==> config.mk <==
export PLATFORM = sky130hd
export DESIGN_NAME = eecr_seq
export DESIGN_NICKNAME = d
export VERILOG_FILES = /design/src/design/eecr_pkg.sv /design/src/design/eecr_seq.sv
export SDC_FILE = /design/constraint.sdc
export NUM_CORES = 1
export LEC_CHECK = 0
export BUFFER_PORTS_ARGS = -buffer_cell sky130_fd_sc_hd__buf_2
export CAP_MARGIN = 20
export CORE_ASPECT_RATIO = 1.4
export CORE_UTILIZATION = 23
export CTS_BUF_LIST = sky130_fd_sc_hd__clkbuf_16
export DETAILED_ROUTE_END_ITERATION = 16
export SYNTH_ARGS = -nofsm -noshare
export SYNTH_HDL_FRONTEND = slang
export SYNTH_SLANG_ARGS = --single-unit
==> constraint.sdc <==
create_clock -name clk -period 3.97 [get_ports clk]
set_clock_uncertainty 0.05 [all_clocks]
set_input_delay 0 -clock clk [delete_from_list [all_inputs] [get_ports clk]]
set_output_delay 0 -clock clk [all_outputs]
set_load 0.02 [all_outputs]
==> src/design/eecr_pkg.sv <==
`timescale 1ns / 1ps
// eecr_pkg: constants, types and helpers for the EEPROM command responder.
// No dependencies; used by every module of the block.
package eecr_pkg;

	localparam int BLOCKS      = 256;
	localparam int BLOCK_BYTES = 8;
	localparam int BLK_W       = $clog2(BLOCKS);
	localparam int BYTE_W      = $clog2(BLOCK_BYTES);
	localparam int ADDR_W      = BLK_W + BYTE_W;
	localparam int DEPTH       = BLOCKS * BLOCK_BYTES;
	localparam int DATA_W      = 8 * BLOCK_BYTES;
	localparam int IN_W        = 16 + DATA_W;
	localparam int CFG_W       = 16;

	localparam logic [7:0] CMD_PROBE = 8'h00;
	localparam logic [7:0] CMD_RESET = 8'hFF;
	localparam logic [7:0] CMD_READ  = 8'h04;
	localparam logic [7:0] CMD_WRITE = 8'h05;

	localparam logic [7:0] STORE_INIT = 8'h0F;
	localparam logic [7:0] WRITE_ACK  = 8'h00;
	localparam logic [15:0] DEV_ID_RST = 16'hC000;
	localparam logic [7:0] STATUS_RST  = 8'h00;

	localparam logic REG_DEVICE_ID = 1'b0;
	localparam logic REG_STATUS    = 1'b1;

	localparam logic [1:0] PROBE_LAST = 2'd2;
	localparam logic [BYTE_W-1:0] BYTE_LAST = BYTE_W'(BLOCK_BYTES - 1);
	localparam logic [8:0] BLOCKS_V = 9'(BLOCKS);

	typedef enum logic [2:0] {
		ST_IDLE,
		ST_PROBE,
		ST_RD_REQ,
		ST_RD_WAIT,
		ST_WRITE,
		ST_ACK
	} state_t;

	typedef struct packed {
		logic              re;
		logic              we;
		logic              set_vld;
		logic [ADDR_W-1:0] addr;
		logic [7:0]        wdata;
	} mem_req_t;

	// block index modulo BLOCKS; BLOCKS >= 64 so at most four subtractions
	function automatic logic [BLK_W-1:0] blk_wrap(input logic [7:0] b);
		logic [8:0] v;
		v = {1'b0, b};
		for (int i = 0; i < 4; i++) begin
			if (v >= BLOCKS_V) begin
				v = v - BLOCKS_V;
			end
		end
		return v[BLK_W-1:0];
	endfunction

endpackage

==> src/design/eecr_seq.sv <==
`timescale 1ns / 1ps
// eecr_seq: command sequencer, config registers and response output register.
// Depends on eecr_pkg; drives the store port one byte per step.
module eecr_seq (
	input  logic                      clk,
	input  logic                      arst_n,
	input  logic                      cfg_we,
	input  logic                      cfg_idx,
	input  logic [eecr_pkg::CFG_W-1:0] cfg_wdata,
	input  logic                      in_valid,
	output logic                      in_ready,
	input  logic [7:0]                in_cmd,
	input  logic [7:0]                in_block,
	input  logic [eecr_pkg::DATA_W-1:0] in_data,
	output logic                      out_valid,
	input  logic                      out_ready,
	output logic [7:0]                out_byte,
	output logic                      out_last,
	output eecr_pkg::mem_req_t         req,
	input  logic [7:0]                rdata
);
	import eecr_pkg::*;

	state_t             state_q, state_d;
	logic [15:0]        dev_id_q;
	logic [7:0]         status_q;
	logic [BLK_W-1:0]   blk_q;
	logic [DATA_W-1:0]  data_q;
	logic [BYTE_W-1:0]  cnt_q;
	logic               ovld_q;
	logic [7:0]         obyte_q;
	logic               olast_q;
	logic               accept;
	logic               out_free;
	logic               ld_out;
	logic [7:0]         ld_byte;
	logic               ld_last;
	logic               cnt_inc;
	logic               shift;

	assign in_ready = (state_q == ST_IDLE);
	assign accept   = in_valid && in_ready;
	assign out_free = !ovld_q || out_ready;

	always_comb begin
		state_d = state_q;
		unique case (state_q)
			ST_IDLE: begin
				if (accept) begin
					if (in_cmd == CMD_PROBE || in_cmd == CMD_RESET) begin
						state_d = ST_PROBE;
					end else if (in_cmd == CMD_READ) begin
						state_d = ST_RD_REQ;
					end else if (in_cmd == CMD_WRITE) begin
						state_d = ST_WRITE;
					end
				end
			end
			ST_PROBE: begin
				if (out_free && cnt_q[1:0] == PROBE_LAST) begin
					state_d = ST_IDLE;
				end
			end
			ST_RD_REQ: state_d = ST_RD_WAIT;
			ST_RD_WAIT: begin
				if (out_free) begin
					state_d = (cnt_q == BYTE_LAST) ? ST_IDLE : ST_RD_REQ;
				end
			end
			ST_WRITE: begin
				if (cnt_q == BYTE_LAST) begin
					state_d = ST_ACK;
				end
			end
			ST_ACK: begin
				if (out_free) begin
					state_d = ST_IDLE;
				end
			end
			default: state_d = ST_IDLE;
		endcase
	end

	always_comb begin
		req         = '0;
		req.addr    = {blk_q, cnt_q};
		req.wdata   = data_q[DATA_W-1 -: 8];
		ld_out      = 1'b0;
		ld_byte     = WRITE_ACK;
		ld_last     = 1'b0;
		cnt_inc     = 1'b0;
		shift       = 1'b0;
		unique case (state_q)
			ST_IDLE: ;
			ST_PROBE: begin
				ld_out  = out_free;
				cnt_inc = out_free;
				unique case (cnt_q[1:0])
					2'd0:    ld_byte = dev_id_q[7:0];
					2'd1:    ld_byte = dev_id_q[15:8];
					default: ld_byte = status_q;
				endcase
				ld_last = (cnt_q[1:0] == PROBE_LAST);
			end
			ST_RD_REQ: req.re = 1'b1;
			ST_RD_WAIT: begin
				ld_out  = out_free;
				cnt_inc = out_free;
				ld_byte = rdata;
				ld_last = (cnt_q == BYTE_LAST);
			end
			ST_WRITE: begin
				req.we      = 1'b1;
				req.set_vld = (cnt_q == BYTE_LAST);
				cnt_inc     = 1'b1;
				shift       = 1'b1;
			end
			ST_ACK: begin
				ld_out  = out_free;
				ld_byte = WRITE_ACK;
				ld_last = 1'b1;
			end
			default: ;
		endcase
	end

	always_ff @(posedge clk or negedge arst_n) begin
		if (!arst_n) begin
			state_q  <= ST_IDLE;
			cnt_q    <= '0;
			ovld_q   <= 1'b0;
			dev_id_q <= DEV_ID_RST;
			status_q <= STATUS_RST;
		end else begin
			state_q <= state_d;
			if (accept) begin
				cnt_q <= '0;
			end else if (cnt_inc) begin
				cnt_q <= cnt_q + 1'b1;
			end
			if (ld_out) begin
				ovld_q <= 1'b1;
			end else if (out_ready) begin
				ovld_q <= 1'b0;
			end
			if (cfg_we) begin
				unique case (cfg_idx)
					REG_DEVICE_ID: dev_id_q <= cfg_wdata;
					REG_STATUS:    status_q <= cfg_wdata[7:0];
					default: ;
				endcase
			end
		end
	end

	always_ff @(posedge clk) begin
		if (accept) begin
			blk_q  <= blk_wrap(in_block);
			data_q <= in_data;
		end else if (shift) begin
			data_q <= {data_q[DATA_W-9:0], 8'h00};
		end
		if (ld_out) begin
			obyte_q <= ld_byte;
			olast_q <= ld_last;
		end
	end

	assign out_valid = ovld_q;
	assign out_byte  = obyte_q;
	assign out_last  = olast_q;

endmodule

==> results.py <==
metrics = {
    "outcome": {
        "status": "complete, no violations",
    },
    "timing": {
        "rsz0062_at_grt": "false",
        "tns_ns": 0,
        "drv_slew": 0,
        "hold_viol_final": 0,
        "fin_crit_ns": 2.61,
        "tightestPinTransition_ns": 1.00,
        "setup_violations": 0,
        "slew_headroom": 0.331,
        "finalCritPeriodShare": 0.657,
        "clock.fmax_mhz": 383,
    },
    "cts": {
        "clock_latency_ns": 0.36,
        "cts.path.max_buffers": 2,
        "cts.repair.resized": 0,
        "cts-root-buf": "clkbuf_16",
        "cts.hold.buffers_added": 98,
        "post-cts-setup-buffer-count": 0,
        "cts_sinks": 112,
        "cts_max_level": 3,
        "clkTransAtPathRegs_ns": 0.08,
        "cts_tree": "yes",
        "cts_buffers": 9,
    },
    "synthesis": {
        "synth_top_family_by_area": "simple AND/OR/NAND/NOR gates",
        "async_reset_ff_frac": 0.277,
        "synth_top_area_frac": 0.481,
        "synth_top_cell_by_area": "edfxtp_1",
        "syn_area_sq_um": 5050,
        "synthesis.instances": 449,
        "yosysWarningCount": 0,
        "synth_compound_area_frac": 0.0609,
        "synth_area_leaders": "edfxtp_1 (48%), dfrtp_1 (14%), nand2_1 (14%), mux2_2 (5.3%), a221oi_1 (2.8%)",
        "synth_xor_area_frac": 0,
        "post-synth-top-count-cell": "nand2_1",
        "ys_seq_area_frac": 0.635,
        "synth_ff_type": "edfxtp_1",
        "syn_nets": 564,
        "avgSynthCellArea_sq_um": 11.3,
        "synth_edf_count": 81,
        "synth_simple_gate_area_frac": 0.189,
        "synthMuxAreaShare": 0.0535,
        "yosys.cell_types.count": 44,
        "synth_common_cells": "nand2_1 (183), edfxtp_1 (81), dfrtp_1 (29)",
        "synth_adder_area_share": 0.0124,
        "synth-seq-cells": 112,
    },
    "place": {
        "hpwl_microns": 8200,
        "numPortBuffers": 142,
        "gp_congestion": 0.758,
        "placed_cell_area_sq_um": 5990,
        "place_inst": 855,
    },
    "setup_path": {
        "worstPathArrival_ns": 2.86,
        "rrSetupSlack_ns": 1.36,
        "crit_path_start_kind": "flip-flop",
        "r2r-start": "state_q[1]",
        "rr_worst_depth": 5,
        "rr_endpoint": "cnt_q[0]",
        "required_ns": 4.22,
        "critPathCaptureType": "flip-flop",
        "crit_path_max_fanout": 65,
        "crit_type": "flip-flop to flip-flop",
    },
    "floorplanning": {
        "die_h_microns": 177,
        "fp-row-count": 63,
        "initial_core_util": 0.237,
        "dieArea_sq_um": 22600,
        "core_sq_um": 21400,
        "io_pins": 143,
        "dieWidth_microns": 127,
    },
    "hold_path": {
        "whs_path_depth": 3,
        "hold_class": "input port to flip-flop",
        "whs_endpoint": "state_q[1]",
        "hp-start": "in_cmd[2]",
    },
    "final_layout": {
        "fill_cells": 2123,
        "drive_above_1_share": 0.296,
        "fin_util": 0.338,
        "diodes": 0,
        "areaGrowthSynthToFinish_pct": 43.0,
        "fin_area_sq_um": 7230,
        "num-nets-final": 787,
        "fin_cells": 968,
    },
    "grt": {
        "global_route.usage.met1": 0.135,
        "use_met2": 0.193,
        "grt_use_total": 0.114,
        "top_usage_layer": "met2",
        "grt_pass1_wl_microns": 19900,
        "grt_start_max_net_pins": 66,
        "antenna_found_initial": 0,
        "use_met3": 0.0398,
        "grt_pass1_vias": 3889,
        "overflow": 0,
    },
    "pwr": {
        "powerDensity_nw_per_um2": 604,
        "leakage_nw": 3.18,
        "ir_worst_vdd_mv": 0.286,
        "power.total_mw": 4.36,
    },
    "detailed_routing": {
        "routedWlPerCell_microns": 13.5,
        "antenna_left": 0,
        "vias_per_cell": 4.10,
        "drc": 0,
        "drt-total-wl_microns": 13000,
        "vias": 3964,
        "dr.pass1.iters": 5,
        "drtIter0Drc": 234,
    },
    "job": {
        "drv_cap": 0,
    },
}
==> metrics by stage <==
stage               hold WS, ns  setup WS [ns]
floorplan                -0.346          0.998
global placement         0.0467           1.42
detailed placement       0.0447           1.34
CTS                    0.000289           1.32
global route             0.0212           1.14
finish                   0.0135           1.36
==> sequential cells by signal, summed over array words and instances (netlist names) <==
| register | flops |
|---|---|
| data_q | 64 |
| status_q | 8 |
| out_valid | 1 |
| state_q | 3 |
| cnt_q | 3 |
| blk_q | 8 |
| out_last | 1 |
| out_byte | 8 |
| dev_id_q | 16 |
==> worst max-delay path by stage <==
| stage | depth (start not counted) | from | endpoint |
|---|---|---|---|
| 2_1_floorplan | 6 | state_q[1] | cnt_q[0] |
| 3_3_place_gp | 5 | state_q[1] | cnt_q[0] |
| 3_5_place_dp | 5 | state_q[1] | cnt_q[0] |
| 4_1_cts | 5 | state_q[1] | cnt_q[0] |
| 5_1_grt | 5 | state_q[1] | cnt_q[1] |
| 6_report | 5 | state_q[1] | cnt_q[0] |
==> area by class of cell <==
| class | instances | area (sq um) | area share |
|---|---|---|---|
| Sequential cell | 112 | 3210 | 0.444 |
| Tap cell | 292 | 365 | 0.0505 |
| Inverter | 13 | 48.8 | 0.00675 |
| Clock inverter | 6 | 38.8 | 0.00536 |
| Timing Repair Buffer | 246 | 1740 | 0.240 |
| Clock buffer | 9 | 225 | 0.0311 |
| Multi-Input combinational cell | 290 | 1610 | 0.222 |
==> routing by layer <==
metal,share of wire,wire length [microns]
met1,0.44,5680
met3,0.080,1040
met2,0.47,6190
met4,0.0099,129
met5,0,0
==> worst max-delay path, stage by stage, from the launching register on <==
cell     delay [ns]
dfrtp_1        0.75
nor2_1         0.40
o21a_4         0.80
nor2_1         0.25
nor3_1         0.20
a21o_1         0.10
==> logic make-up (layout without fill, tap and decap cells) <==
family	Yosys count	after routing
simple gates	224	224
flops	112	112
buf+inv	47	274
compound gates	37	37
mux	24	24
fa+ha+maj	5	5
==> layout by cell type, fill, tap and decap left out, types with 2 or more instances in the layout <==
| master | instances |
|---|---|
| nand2_1 | 182 |
| buf_2 | 142 |
| dlygate4sd3_1 | 98 |
| edfxtp_1 | 81 |
| dfrtp_1 | 29 |
| mux2_2 | 24 |
| a221oi_1 | 16 |
| inv_1 | 13 |
| and3_1 | 9 |
| clkbuf_16 | 9 |
| nor2_1 | 8 |
| buf_4 | 6 |
| ha_1 | 5 |
| nor3_1 | 4 |
| clkinvlp_4 | 4 |
| a21oi_1 | 3 |
| nor2b_1 | 3 |
| o21ai_0 | 3 |
| a21o_1 | 3 |
| nand2b_1 | 2 |
| nor3_2 | 2 |
| nand2_2 | 2 |
| nor3b_1 | 2 |
| nand4_1 | 2 |
| o21a_1 | 2 |
| dfstp_2 | 2 |
==> power breakdown <==
| group | total [mW] | switching, mW | internal (mW) | leakage (nW) |
|---|---|---|---|---|
| Sequential | 2.06 | 0.166 | 1.90 | 1.17 |
| Combinational | 1.45 | 0.915 | 0.537 | 1.89 |
| Clock | 0.847 | 0.428 | 0.419 | 0.117 |
No activity file was read; power rests on OpenSTA's default activity.
